===== src/rtl/i2c_master_byte_engine_top_macros.svh =====
// ---------------------------------------------------------------------------
// I2C master byte engine assertion macros
// Shared concurrent assertion forms for the engine RTL.
// ---------------------------------------------------------------------------
`ifndef I2C_MASTER_BYTE_ENGINE_TOP_MACROS_SVH
`define I2C_MASTER_BYTE_ENGINE_TOP_MACROS_SVH

// check an expression on every clock edge out of reset
`define I2CM_ASSERT_ALWAYS(lbl, clk, rst_n, expr, msg) \
    lbl: assert property (@(posedge clk) disable iff (!rst_n) (expr)) else $error(msg);

// check a same-cycle implication
`define I2CM_ASSERT_IMPL(lbl, clk, rst_n, ante, cons, msg) \
    lbl: assert property (@(posedge clk) disable iff (!rst_n) (ante) |-> (cons)) else $error(msg);

// check a next-cycle implication
`define I2CM_ASSERT_NEXT(lbl, clk, rst_n, ante, cons, msg) \
    lbl: assert property (@(posedge clk) disable iff (!rst_n) (ante) |=> (cons)) else $error(msg);

`endif


===== src/rtl/i2cm_pkg.sv =====
// ---------------------------------------------------------------------------
// I2C master byte engine package
// Types and constants shared by the front, queue and engine.
// ---------------------------------------------------------------------------
package i2cm_pkg;

    localparam int CFG_W       = 16;
    localparam int BYTE_W      = 8;
    localparam int BIT_COUNT_W = 4;

    localparam logic [15:0]            HALF_BIT_RESET = 16'd250;
    localparam logic [BIT_COUNT_W-1:0] BYTE_BITS      = 4'd8;

    localparam logic [1:0] OP_START = 2'd0;
    localparam logic [1:0] OP_STOP  = 2'd1;
    localparam logic [1:0] OP_WRITE = 2'd2;
    localparam logic [1:0] OP_READ  = 2'd3;

    typedef enum logic [2:0] {
        CMD_NONE  = 3'd0,
        CMD_START = 3'd1,
        CMD_STOP  = 3'd2,
        CMD_WRITE = 3'd3,
        CMD_READ  = 3'd4
    } t_cmd;

    typedef enum logic [15:0] {
        PH_IDLE       = 16'h0001,
        PH_ST_HIGH    = 16'h0002,
        PH_ST_LOW     = 16'h0004,
        PH_SP_LOW     = 16'h0008,
        PH_SP_HIGH    = 16'h0010,
        PH_WR_PRE     = 16'h0020,
        PH_WR_SETUP   = 16'h0040,
        PH_WR_HIGH    = 16'h0080,
        PH_WR_ACKPRE  = 16'h0100,
        PH_WR_ACKHIGH = 16'h0200,
        PH_TAIL       = 16'h0400,
        PH_RD_PRE     = 16'h0800,
        PH_RD_HIGH    = 16'h1000,
        PH_RD_LOW     = 16'h2000,
        PH_AK_SETUP   = 16'h4000,
        PH_AK_HIGH    = 16'h8000
    } t_phase;

    typedef struct packed {
        t_cmd              cmd;
        logic [BYTE_W-1:0] tx_byte;
        logic              send_ack;
        logic              sda_in;
    } t_entry;

    typedef struct packed {
        logic              scl_level;
        logic              sda_level;
        logic              busy_res;
        logic              done_res;
        logic [BYTE_W-1:0] rx_byte;
        logic              ack_level;
    } t_result;

    typedef struct packed {
        logic wr_en;
        logic [CFG_W-1:0] wr_data;
    } t_cfg_wr;

endpackage


===== src/rtl/i2cm_front.sv =====
// ---------------------------------------------------------------------------
// I2C master front stage
// Accepts tick items, decodes the command and registers them for the queue.
// ---------------------------------------------------------------------------
module i2cm_front
    import i2cm_pkg::*;
(
    input  logic              i_clk,
    input  logic              i_rst_n,
    input  logic              i_valid,
    output logic              o_ready,
    input  logic              i_cmd_valid,
    input  logic [1:0]        i_operation,
    input  logic [BYTE_W-1:0] i_tx_byte,
    input  logic              i_send_ack,
    input  logic              i_sda_in,
    output logic              o_push,
    input  logic              i_push_ready,
    output t_entry            o_entry
);

    logic   r_valid;
    logic   n_valid;
    t_entry r_entry;
    t_entry n_entry;
    t_cmd   w_cmd;

    always_comb begin
        if (!i_cmd_valid) begin
            w_cmd = CMD_NONE;
        end else begin
            unique case (i_operation)
                OP_START: w_cmd = CMD_START;
                OP_STOP:  w_cmd = CMD_STOP;
                OP_WRITE: w_cmd = CMD_WRITE;
                default:  w_cmd = CMD_READ;
            endcase
        end
    end

    assign o_ready = !r_valid || i_push_ready;
    assign o_push  = r_valid;
    assign o_entry = r_entry;

    always_comb begin
        n_valid = r_valid;
        n_entry = r_entry;
        if (i_valid && o_ready) begin
            n_valid          = 1'b1;
            n_entry.cmd      = w_cmd;
            n_entry.tx_byte  = i_tx_byte;
            n_entry.send_ack = i_send_ack;
            n_entry.sda_in   = i_sda_in;
        end else if (i_push_ready) begin
            n_valid = 1'b0;
        end
    end

    always_ff @(posedge i_clk) begin
        if (!i_rst_n) begin
            r_valid <= 1'b0;
        end else begin
            r_valid <= n_valid;
        end
        r_entry <= n_entry;
    end

endmodule


===== src/rtl/i2cm_queue.sv =====
// ---------------------------------------------------------------------------
// I2C master item queue
// Small FIFO that decouples the front stage from the engine.
// ---------------------------------------------------------------------------
`include "i2c_master_byte_engine_top_macros.svh"

module i2cm_queue
    import i2cm_pkg::*;
#(
    parameter int DEPTH = 4
) (
    input  logic   i_clk,
    input  logic   i_rst_n,
    input  logic   i_push,
    output logic   o_push_ready,
    input  t_entry i_entry,
    output logic   o_valid,
    input  logic   i_pop,
    output t_entry o_entry
);

    localparam int PTR_W = (DEPTH > 1) ? $clog2(DEPTH) : 1;
    localparam int CNT_W = $clog2(DEPTH + 1);
    localparam logic [PTR_W-1:0] LAST_PTR = PTR_W'(DEPTH - 1);
    localparam logic [CNT_W-1:0] FULL_CNT = CNT_W'(DEPTH);

    t_entry           r_mem [DEPTH];
    logic [PTR_W-1:0] r_wr_ptr;
    logic [PTR_W-1:0] n_wr_ptr;
    logic [PTR_W-1:0] r_rd_ptr;
    logic [PTR_W-1:0] n_rd_ptr;
    logic [CNT_W-1:0] r_count;
    logic [CNT_W-1:0] n_count;
    logic             w_wr;
    logic             w_rd;

    assign o_push_ready = (r_count != FULL_CNT);
    assign o_valid      = (r_count != '0);
    assign o_entry      = r_mem[r_rd_ptr];
    assign w_wr         = i_push && o_push_ready;
    assign w_rd         = i_pop && o_valid;

    always_comb begin
        n_wr_ptr = r_wr_ptr;
        n_rd_ptr = r_rd_ptr;
        n_count  = r_count;
        if (w_wr) begin
            n_wr_ptr = (r_wr_ptr == LAST_PTR) ? '0 : r_wr_ptr + 1'b1;
        end
        if (w_rd) begin
            n_rd_ptr = (r_rd_ptr == LAST_PTR) ? '0 : r_rd_ptr + 1'b1;
        end
        if (w_wr && !w_rd) begin
            n_count = r_count + 1'b1;
        end else if (w_rd && !w_wr) begin
            n_count = r_count - 1'b1;
        end
    end

    always_ff @(posedge i_clk) begin
        if (!i_rst_n) begin
            r_wr_ptr <= '0;
            r_rd_ptr <= '0;
            r_count  <= '0;
        end else begin
            r_wr_ptr <= n_wr_ptr;
            r_rd_ptr <= n_rd_ptr;
            r_count  <= n_count;
        end
        if (w_wr) begin
            r_mem[r_wr_ptr] <= i_entry;
        end
    end

    `I2CM_ASSERT_ALWAYS(a_count_bound, i_clk, i_rst_n, r_count <= FULL_CNT, "queue overfilled")
    `I2CM_ASSERT_IMPL(a_empty_ptrs, i_clk, i_rst_n, r_count == '0, r_wr_ptr == r_rd_ptr, "empty queue with split pointers")
    `I2CM_ASSERT_NEXT(a_count_up, i_clk, i_rst_n, w_wr && !w_rd, r_count == $past(r_count) + 1'b1, "count missed a push")

endmodule


===== src/rtl/i2cm_engine.sv =====
// ---------------------------------------------------------------------------
// I2C master bit engine
// Steps the bus sequencer once per tick item and registers the result.
// ---------------------------------------------------------------------------
`include "i2c_master_byte_engine_top_macros.svh"

module i2cm_engine
    import i2cm_pkg::*;
#(
    parameter int DELAY_WIDTH = 16
) (
    input  logic    i_clk,
    input  logic    i_rst_n,
    input  t_cfg_wr i_cfg,
    input  logic    i_valid,
    output logic    o_pop,
    input  t_entry  i_entry,
    output logic    o_valid,
    input  logic    i_ready,
    output t_result o_result
);

    logic [CFG_W-1:0]       r_half_bit;
    t_phase                 r_phase;
    t_phase                 n_phase;
    logic [BIT_COUNT_W-1:0] r_bit_count;
    logic [BIT_COUNT_W-1:0] n_bit_count;
    logic [DELAY_WIDTH-1:0] r_delay;
    logic [DELAY_WIDTH-1:0] n_delay;
    logic [BYTE_W-1:0]      r_shift;
    logic [BYTE_W-1:0]      n_shift;
    logic                   r_scl;
    logic                   n_scl;
    logic                   r_sda;
    logic                   n_sda;
    logic                   r_ack_to_send;
    logic                   n_ack_to_send;
    logic [BYTE_W-1:0]      r_rx_byte;
    logic [BYTE_W-1:0]      n_rx_byte;
    logic                   r_ack_seen;
    logic                   n_ack_seen;
    logic                   n_done;
    logic                   r_out_valid;
    t_result                r_out;

    logic                   w_step;
    logic [DELAY_WIDTH-1:0] w_load;
    logic [DELAY_WIDTH-1:0] w_dec;
    logic [BIT_COUNT_W-1:0] w_bc_inc;
    logic [BYTE_W-1:0]      w_wr_shift;
    logic [BYTE_W-1:0]      w_rd_shift;

    assign o_pop    = i_valid && (!r_out_valid || i_ready);
    assign w_step   = o_pop;
    assign o_valid  = r_out_valid;
    assign o_result = r_out;

    always_comb begin
        if (r_half_bit == '0) begin
            w_load = DELAY_WIDTH'(1);
        end else if ((DELAY_WIDTH < CFG_W) && ((r_half_bit >> DELAY_WIDTH) != '0)) begin
            w_load = '1;
        end else begin
            w_load = DELAY_WIDTH'(r_half_bit);
        end
    end

    assign w_dec      = (r_delay != '0) ? r_delay - 1'b1 : '0;
    assign w_bc_inc   = r_bit_count + 1'b1;
    assign w_wr_shift = {r_shift[BYTE_W-2:0], 1'b0};
    assign w_rd_shift = {r_shift[BYTE_W-2:0], i_entry.sda_in};

    always_comb begin
        n_phase       = r_phase;
        n_bit_count   = r_bit_count;
        n_delay       = r_delay;
        n_shift       = r_shift;
        n_scl         = r_scl;
        n_sda         = r_sda;
        n_ack_to_send = r_ack_to_send;
        n_rx_byte     = r_rx_byte;
        n_ack_seen    = r_ack_seen;
        n_done        = 1'b0;
        if (r_phase == PH_IDLE) begin
            if (i_entry.cmd != CMD_NONE) begin
                n_bit_count = '0;
                n_delay     = w_load;
            end
            unique case (i_entry.cmd)
                CMD_START: begin
                    n_scl   = 1'b1;
                    n_sda   = 1'b1;
                    n_phase = PH_ST_HIGH;
                end
                CMD_STOP: begin
                    n_scl   = 1'b1;
                    n_sda   = 1'b0;
                    n_phase = PH_SP_LOW;
                end
                CMD_WRITE: begin
                    n_shift = i_entry.tx_byte;
                    n_scl   = 1'b0;
                    n_phase = PH_WR_PRE;
                end
                CMD_READ: begin
                    n_shift       = '0;
                    n_ack_to_send = i_entry.send_ack;
                    n_scl         = 1'b0;
                    n_sda         = 1'b1;
                    n_phase       = PH_RD_PRE;
                end
                default: begin
                end
            endcase
        end else begin
            n_delay = w_dec;
            if (w_dec == '0) begin
                n_delay = w_load;
                unique case (r_phase)
                    PH_ST_HIGH: begin
                        n_sda   = 1'b0;
                        n_phase = PH_ST_LOW;
                    end
                    PH_ST_LOW: begin
                        n_scl   = 1'b0;
                        n_delay = w_dec;
                        n_phase = PH_IDLE;
                        n_done  = 1'b1;
                    end
                    PH_SP_LOW: begin
                        n_sda   = 1'b1;
                        n_phase = PH_SP_HIGH;
                    end
                    PH_SP_HIGH: begin
                        n_scl   = 1'b1;
                        n_sda   = 1'b1;
                        n_delay = w_dec;
                        n_phase = PH_IDLE;
                        n_done  = 1'b1;
                    end
                    PH_WR_PRE: begin
                        n_sda   = r_shift[BYTE_W-1];
                        n_phase = PH_WR_SETUP;
                    end
                    PH_WR_SETUP: begin
                        n_scl   = 1'b1;
                        n_phase = PH_WR_HIGH;
                    end
                    PH_WR_HIGH: begin
                        n_scl       = 1'b0;
                        n_shift     = w_wr_shift;
                        n_bit_count = w_bc_inc;
                        if (w_bc_inc >= BYTE_BITS) begin
                            n_phase = PH_WR_ACKPRE;
                        end else begin
                            n_sda   = w_wr_shift[BYTE_W-1];
                            n_phase = PH_WR_SETUP;
                        end
                    end
                    PH_WR_ACKPRE: begin
                        n_sda   = 1'b1;
                        n_scl   = 1'b1;
                        n_phase = PH_WR_ACKHIGH;
                    end
                    PH_WR_ACKHIGH: begin
                        n_ack_seen = i_entry.sda_in;
                        n_scl      = 1'b0;
                        n_phase    = PH_TAIL;
                    end
                    PH_TAIL: begin
                        n_delay = w_dec;
                        n_phase = PH_IDLE;
                        n_done  = 1'b1;
                    end
                    PH_RD_PRE: begin
                        n_scl   = 1'b1;
                        n_phase = PH_RD_HIGH;
                    end
                    PH_RD_HIGH: begin
                        n_shift     = w_rd_shift;
                        n_bit_count = w_bc_inc;
                        if (w_bc_inc >= BYTE_BITS) begin
                            n_rx_byte = w_rd_shift;
                        end
                        n_scl   = 1'b0;
                        n_phase = PH_RD_LOW;
                    end
                    PH_RD_LOW: begin
                        if (r_bit_count >= BYTE_BITS) begin
                            n_sda   = !r_ack_to_send;
                            n_phase = PH_AK_SETUP;
                        end else begin
                            n_scl   = 1'b1;
                            n_phase = PH_RD_HIGH;
                        end
                    end
                    PH_AK_SETUP: begin
                        n_scl   = 1'b1;
                        n_phase = PH_AK_HIGH;
                    end
                    PH_AK_HIGH: begin
                        n_scl   = 1'b0;
                        n_phase = PH_TAIL;
                    end
                    default: begin
                        n_delay = w_dec;
                        n_phase = PH_IDLE;
                    end
                endcase
            end
        end
    end

    always_ff @(posedge i_clk) begin
        if (!i_rst_n) begin
            r_half_bit    <= HALF_BIT_RESET;
            r_phase       <= PH_IDLE;
            r_bit_count   <= '0;
            r_delay       <= '0;
            r_shift       <= '0;
            r_scl         <= 1'b1;
            r_sda         <= 1'b1;
            r_ack_to_send <= 1'b0;
            r_rx_byte     <= '0;
            r_ack_seen    <= 1'b1;
            r_out_valid   <= 1'b0;
        end else begin
            if (i_cfg.wr_en) begin
                r_half_bit <= i_cfg.wr_data;
            end
            if (w_step) begin
                r_phase       <= n_phase;
                r_bit_count   <= n_bit_count;
                r_delay       <= n_delay;
                r_shift       <= n_shift;
                r_scl         <= n_scl;
                r_sda         <= n_sda;
                r_ack_to_send <= n_ack_to_send;
                r_rx_byte     <= n_rx_byte;
                r_ack_seen    <= n_ack_seen;
                r_out_valid   <= 1'b1;
            end else if (i_ready) begin
                r_out_valid <= 1'b0;
            end
        end
        if (w_step) begin
            r_out.scl_level <= n_scl;
            r_out.sda_level <= n_sda;
            r_out.busy_res  <= (n_phase != PH_IDLE);
            r_out.done_res  <= n_done;
            r_out.rx_byte   <= n_rx_byte;
            r_out.ack_level <= n_ack_seen;
        end
    end

    `I2CM_ASSERT_IMPL(a_delay_live, i_clk, i_rst_n, r_phase != PH_IDLE, r_delay != '0, "busy phase with spent delay")
    `I2CM_ASSERT_ALWAYS(a_bit_bound, i_clk, i_rst_n, r_bit_count <= BYTE_BITS, "bit count past one byte")
    `I2CM_ASSERT_IMPL(a_done_idle, i_clk, i_rst_n, r_out_valid && r_out.done_res, !r_out.busy_res, "done reported while busy")

endmodule


===== src/rtl/i2c_master_byte_engine_top.sv =====
// ---------------------------------------------------------------------------
// I2C master byte engine top level
// Tick-driven I2C master: start, stop, write byte and read byte sequences.
// ---------------------------------------------------------------------------
// Every input item is one bus timing tick and yields exactly one result item
// with the SCL/SDA levels and status after that tick. One item is taken per
// clock while o_ready is high; the sequencer advances by one tick per popped
// item. Each item passes the front register, the queue and the result
// register. Each half-bit segment lasts i_cfg_wr_data ticks as last
// written (zero counts as one); write it only while the engine is idle.
// ---------------------------------------------------------------------------
module i2c_master_byte_engine_top
    import i2cm_pkg::*;
#(
    parameter int DELAY_WIDTH = 16,
    parameter int QUEUE_DEPTH = 4
) (
    input  logic              i_clk,
    input  logic              i_rst_n,
    input  logic              i_cfg_wr_en,
    input  logic [CFG_W-1:0]  i_cfg_wr_data,
    input  logic              i_valid,
    output logic              o_ready,
    input  logic              i_cmd_valid,
    input  logic [1:0]        i_operation,
    input  logic [BYTE_W-1:0] i_tx_byte,
    input  logic              i_send_ack,
    input  logic              i_sda_in,
    output logic              o_valid,
    input  logic              i_ready,
    output logic              o_scl_level,
    output logic              o_sda_level,
    output logic              o_busy_res,
    output logic              o_done_res,
    output logic [BYTE_W-1:0] o_rx_byte,
    output logic              o_ack_level
);

    t_entry  w_front_entry;
    t_entry  w_queue_entry;
    logic    w_push;
    logic    w_push_ready;
    logic    w_queue_valid;
    logic    w_pop;
    t_cfg_wr w_cfg;
    t_result w_result;

    assign w_cfg.wr_en   = i_cfg_wr_en;
    assign w_cfg.wr_data = i_cfg_wr_data;

    i2cm_front u_front (
        .i_clk        (i_clk),
        .i_rst_n      (i_rst_n),
        .i_valid      (i_valid),
        .o_ready      (o_ready),
        .i_cmd_valid  (i_cmd_valid),
        .i_operation  (i_operation),
        .i_tx_byte    (i_tx_byte),
        .i_send_ack   (i_send_ack),
        .i_sda_in     (i_sda_in),
        .o_push       (w_push),
        .i_push_ready (w_push_ready),
        .o_entry      (w_front_entry)
    );

    i2cm_queue #(
        .DEPTH (QUEUE_DEPTH)
    ) u_queue (
        .i_clk        (i_clk),
        .i_rst_n      (i_rst_n),
        .i_push       (w_push),
        .o_push_ready (w_push_ready),
        .i_entry      (w_front_entry),
        .o_valid      (w_queue_valid),
        .i_pop        (w_pop),
        .o_entry      (w_queue_entry)
    );

    i2cm_engine #(
        .DELAY_WIDTH (DELAY_WIDTH)
    ) u_engine (
        .i_clk    (i_clk),
        .i_rst_n  (i_rst_n),
        .i_cfg    (w_cfg),
        .i_valid  (w_queue_valid),
        .o_pop    (w_pop),
        .i_entry  (w_queue_entry),
        .o_valid  (o_valid),
        .i_ready  (i_ready),
        .o_result (w_result)
    );

    assign o_scl_level = w_result.scl_level;
    assign o_sda_level = w_result.sda_level;
    assign o_busy_res  = w_result.busy_res;
    assign o_done_res  = w_result.done_res;
    assign o_rx_byte   = w_result.rx_byte;
    assign o_ack_level = w_result.ack_level;

endmodule


===== config.mk =====
export PLATFORM = sky130hd
export DESIGN_NAME = i2c_master_byte_engine_top
export DESIGN_NICKNAME = d
export VERILOG_FILES = /design/src/rtl/i2cm_pkg.sv /design/src/rtl/i2cm_front.sv /design/src/rtl/i2cm_queue.sv /design/src/rtl/i2cm_engine.sv /design/src/rtl/i2c_master_byte_engine_top.sv
export VERILOG_INCLUDE_DIRS = /design/src /design/src/rtl
export SDC_FILE = /design/constraint.sdc
export NUM_CORES = 1
export LEC_CHECK = 0
export BUFFER_PORTS_ARGS = -buffer_cell sky130_fd_sc_hd__clkbuf_2
export CORE_UTILIZATION = 62
export CTS_CLUSTER_DIAMETER = 40
export DETAILED_ROUTE_END_ITERATION = 8
export HOLD_SLACK_MARGIN = 0.06
export PLACE_DENSITY = 0.81
export RECOVER_POWER = 50
export SLEW_MARGIN = 25
export SYNTH_ARGS = -nofsm -noshare
export SYNTH_HDL_FRONTEND = slang
export SYNTH_HIERARCHICAL = 1
export SYNTH_SLANG_ARGS = --single-unit

===== constraint.sdc =====
create_clock -name i_clk -period 10.4 [get_ports i_clk]
set_input_delay 1.56 -clock i_clk [delete_from_list [all_inputs] [get_ports i_clk]]
set_output_delay 1.56 -clock i_clk [all_outputs]
set_load 0.1 [all_outputs]

==> qor.csv <==
stage;metric;value;unit
synth;syn_nets;788;
floorplanning;Die Span Y;115;um
global_routing;gr usage total;28.1;%
synth;register bit total from synthesis;161;
setup_path;slowest CP cell;nand2_1;
setup_path;CP Max Fanout;28;
clock_tree;Clock Sinks;161;
route;# DRC;0;
synth;Mean Syn Cell Area;10.7;um2
timing;number of hold violations in the final report;0;
place;Buffers on Ports;48;
setup_path;crit-path leading delay family;simple AND/OR/NAND/NOR gates;
floorplanning;Die W;115;um
timing;setup_tns;0;ps
hold_path;worst min-delay path class;flip-flop to flip-flop;
route;Via density;6.35;
global_routing;via count of the first global-routing pass;5752;
setup_path;CP startpoint kind;input port;
setup_path;crit path DAT;4450;ps
route;Routed Antenna Nets;0;
floorplanning;area of the core;12200;um2
floorplanning;die footprint;13200;um2
floorplanning;FP Rows;40;
synth;synthesized instance count;741;
timing;Final setup violation count;0;
clock_tree;H-Tree Level Count;4;
synth;yosys warns;6;
setup_path;Crit path largest cell delay;560;ps
clock_tree;root buffer cell;clkbuf_16;
setup_path;CP dominant cell by count;inv_1;
timing;Final WS setup;6300;ps
global_routing;pin count of the biggest net entering global routing;62;
clock_tree;CTS buffer count;17;
setup_path;WS Path Type;input port to flip-flop;
timing;FMAX;0.244;GHz
route;Detailed Route WL;17600;um
synth;sequential area share after synthesis;50.7;%
global_routing;total grt overflow;0;
clock_tree;CTS Buffer Depth;2;
flow_run;max-cap violations;0;
power_and_ir_drop;P_leak;3.18;nW
floorplanning;top-level I/O count;49;
setup_path;data required time of the worst path;10740;ps
route;drt wl/cell;18.6;um
global_routing;initial antenna violation count;0;
clock_tree;Post-CTS Setup Bufs;0;
clock_tree;PostCTS Resize Cnt;0;
finish;# fillers;885;
setup_path;reg-to-reg setup timing slack;6710;ps
clock_tree;Clock Pin Slew Worst Setup and Hold Paths;60;ps
synth;Most used DFF post-synth;dfxtp_1;
place;Place WS;5880;ps
route;First-pass DRT Iterations;5;
status;status;finished, final reports clean;
finish;design area;8780;um2
finish;area grow syn2layout;11.2;%
clock_tree;Worst-Skew Late Latency;420;ps
timing;min cycle time layout;4100;ps
synth;Synth Cell Area;7900;um2
clock_tree;hold_buf cts;0;
setup_path;Buf/Inv on CP;4;
synth;synth unique cells;82;
timing;Clock Skew;7.81;ps
setup_path;crit end category;flip-flop;
route;via count;6014;
setup_path;crit path cell chain;clkbuf_2 > nand2b_1 > nand2_1 > inv_1 > buf_4 > o31ai_1 > ha_1 > inv_1 > fa_1 > xor2_1 > or3_2 > a21boi_0;
route;DRC marker count from the first detailed-route iteration;536;
place;dpl cell area;8210;um2
timing;Period Utilization, post-route;39.4;%
synth;Post-synth EDFFs;78;
floorplanning;Starting Density;64.7;%
timing;worst rel slew slack;29.1;%
finish;Final #Nets;814;
synth;asr flop ratio synth;0;%
timing;worst-margin pin slew;1050;ps
finish;share of cells above drive strength 1;17.8;%
power_and_ir_drop;P per Cell Area;323;nW/um2
timing;Final Max Tran Viols;0;
place;DPL Wire Length;11900;um
global_routing;first-pass GRT wire length;28200;um
finish;# diodes;0;
timing;unrepaired setup endpoints after global routing;no;
power_and_ir_drop;VDD IR max;168;uV
place;gpl congestion;0.934;
clock_tree;CTS tree;built;
[stage by stage]
| step | utilization, % | hold slack (ps) | power (mW) | cells |
|---|---|---|---|---|
| CTS | 72.0 | 466 | 2.82 | 947 |
| floorplan | - | 435 | 1.95 | 741 |
| detailed placement | 67.3 | 457 | 2.20 | 916 |
| global placement | 67.3 | 442 | 2.16 | 916 |
| global route | 71.9 | 478 | 3.00 | 947 |
| finish | 71.9 | 466 | 2.84 | 947 |
[placed cells by master (no fill, tap or decap), types with 17 or more instances in the layout]
cell | Yosys | routed
nor3_1 | 18 | 18
clkbuf_16 | 0 | 17
edfxtp_1 | 78 | 78
mux2i_1 | 37 | 37
nor4_1 | 22 | 21
nand2_1 | 67 | 67
o21ai_0 | 44 | 43
nor2_1 | 66 | 66
a21oi_1 | 32 | 32
dfxtp_1 | 83 | 83
nand3_1 | 23 | 23
clkbuf_2 | 2 | 47
[final timing paths]
check | depth (start not counted) | from | to
max | 12 | i_ready | u_queue/r_count[2]
min | 2 | u_engine/r_rx_byte[1] | u_engine/r_rx_byte[1]
max reg2reg | 9 | u_engine/r_delay[0] | u_engine/o_result[7]
min reg2reg | 2 | u_engine/r_rx_byte[1] | u_engine/r_rx_byte[1]
[routing by layer]
| metal | GRT usage (%) | up-vias | share of wire, % | routed length (um) |
|---|---|---|---|---|
| li1 | - | 2824 | - | - |
| met1 | 33.4 | 2912 | 42 | 7330 |
| met2 | 48.7 | 242 | 51 | 8920 |
| met3 | 6.69 | 36 | 5.5 | 968 |
| met4 | 12.1 | 0 | 2.2 | 383 |
| met5 | 0 | - | 0 | 0 |
[cell usage after synthesis (all sizes together), types with 12 or more instances]
cell type / count / share of area, %
edfxtp: 78 / 30
inv: 16 / 0.76
mux4: 13 / 3.7
clkbuf: 39 / 1.9
ha: 12 / 1.9
nor4: 26 / 2.6
nor2: 66 / 3.1
buf: 12 / 0.90
nor3: 19 / 1.3
nand2: 67 / 3.2
a21oi: 32 / 2.0
nand3: 25 / 1.9
a31oi: 12 / 1.2
o21ai: 44 / 2.8
dfxtp: 83 / 21
mux2i: 37 / 4.7
[tightest hold or removal path, delay by kind of cell (launching register included)]
kind / cells / cell delay (ps)
DFF: 1 / 310
and+or+nand+nor: 1 / 50
muxes: 1 / 60
[power breakdown]
group | switching [mW] | internal (mW)
Clock | 0.258 | 0.356
Sequential | 0.108 | 0.778
Combinational | 0.912 | 0.429
[kinds of logic (layout without fill, tap and decap cells)]
group	count (synthesis)	count (layout)	share of synthesized area [%]
compound gates	142	142	12.2
xor+xnor	18	18	2.00
fa+ha+maj	13	13	2.15
buf+inv	67	105	3.55
flops	161	161	50.7
mux	61	61	10.0
simple gates	279	279	19.4
[cell type report]
type,instances,area (um2),share of cell area (%)
timing repair buffer,58,314,3.58
clock inverter,14,154,1.75
clock buffer,17,425,4.84
multi-input combinational,513,3620,41.2
tap,168,210,2.39
inverter,16,60.1,0.684
sequential,161,4000,45.6
[registers in the layout, indices dropped and copies added, names as in the netlist, 3 cells and up, named ones only]
signal,flops
u_engine/r_shift,8
u_engine/r_half_bit,16
u_queue/r_mem,52
u_engine/r_phase,16
u_queue/r_count,3
u_front/o_entry,13
u_engine/r_bit_count,4
u_engine/r_rx_byte,8
u_engine/r_delay,16
u_engine/o_result,13
Note: power is estimated with default switching activity, not from simulation.
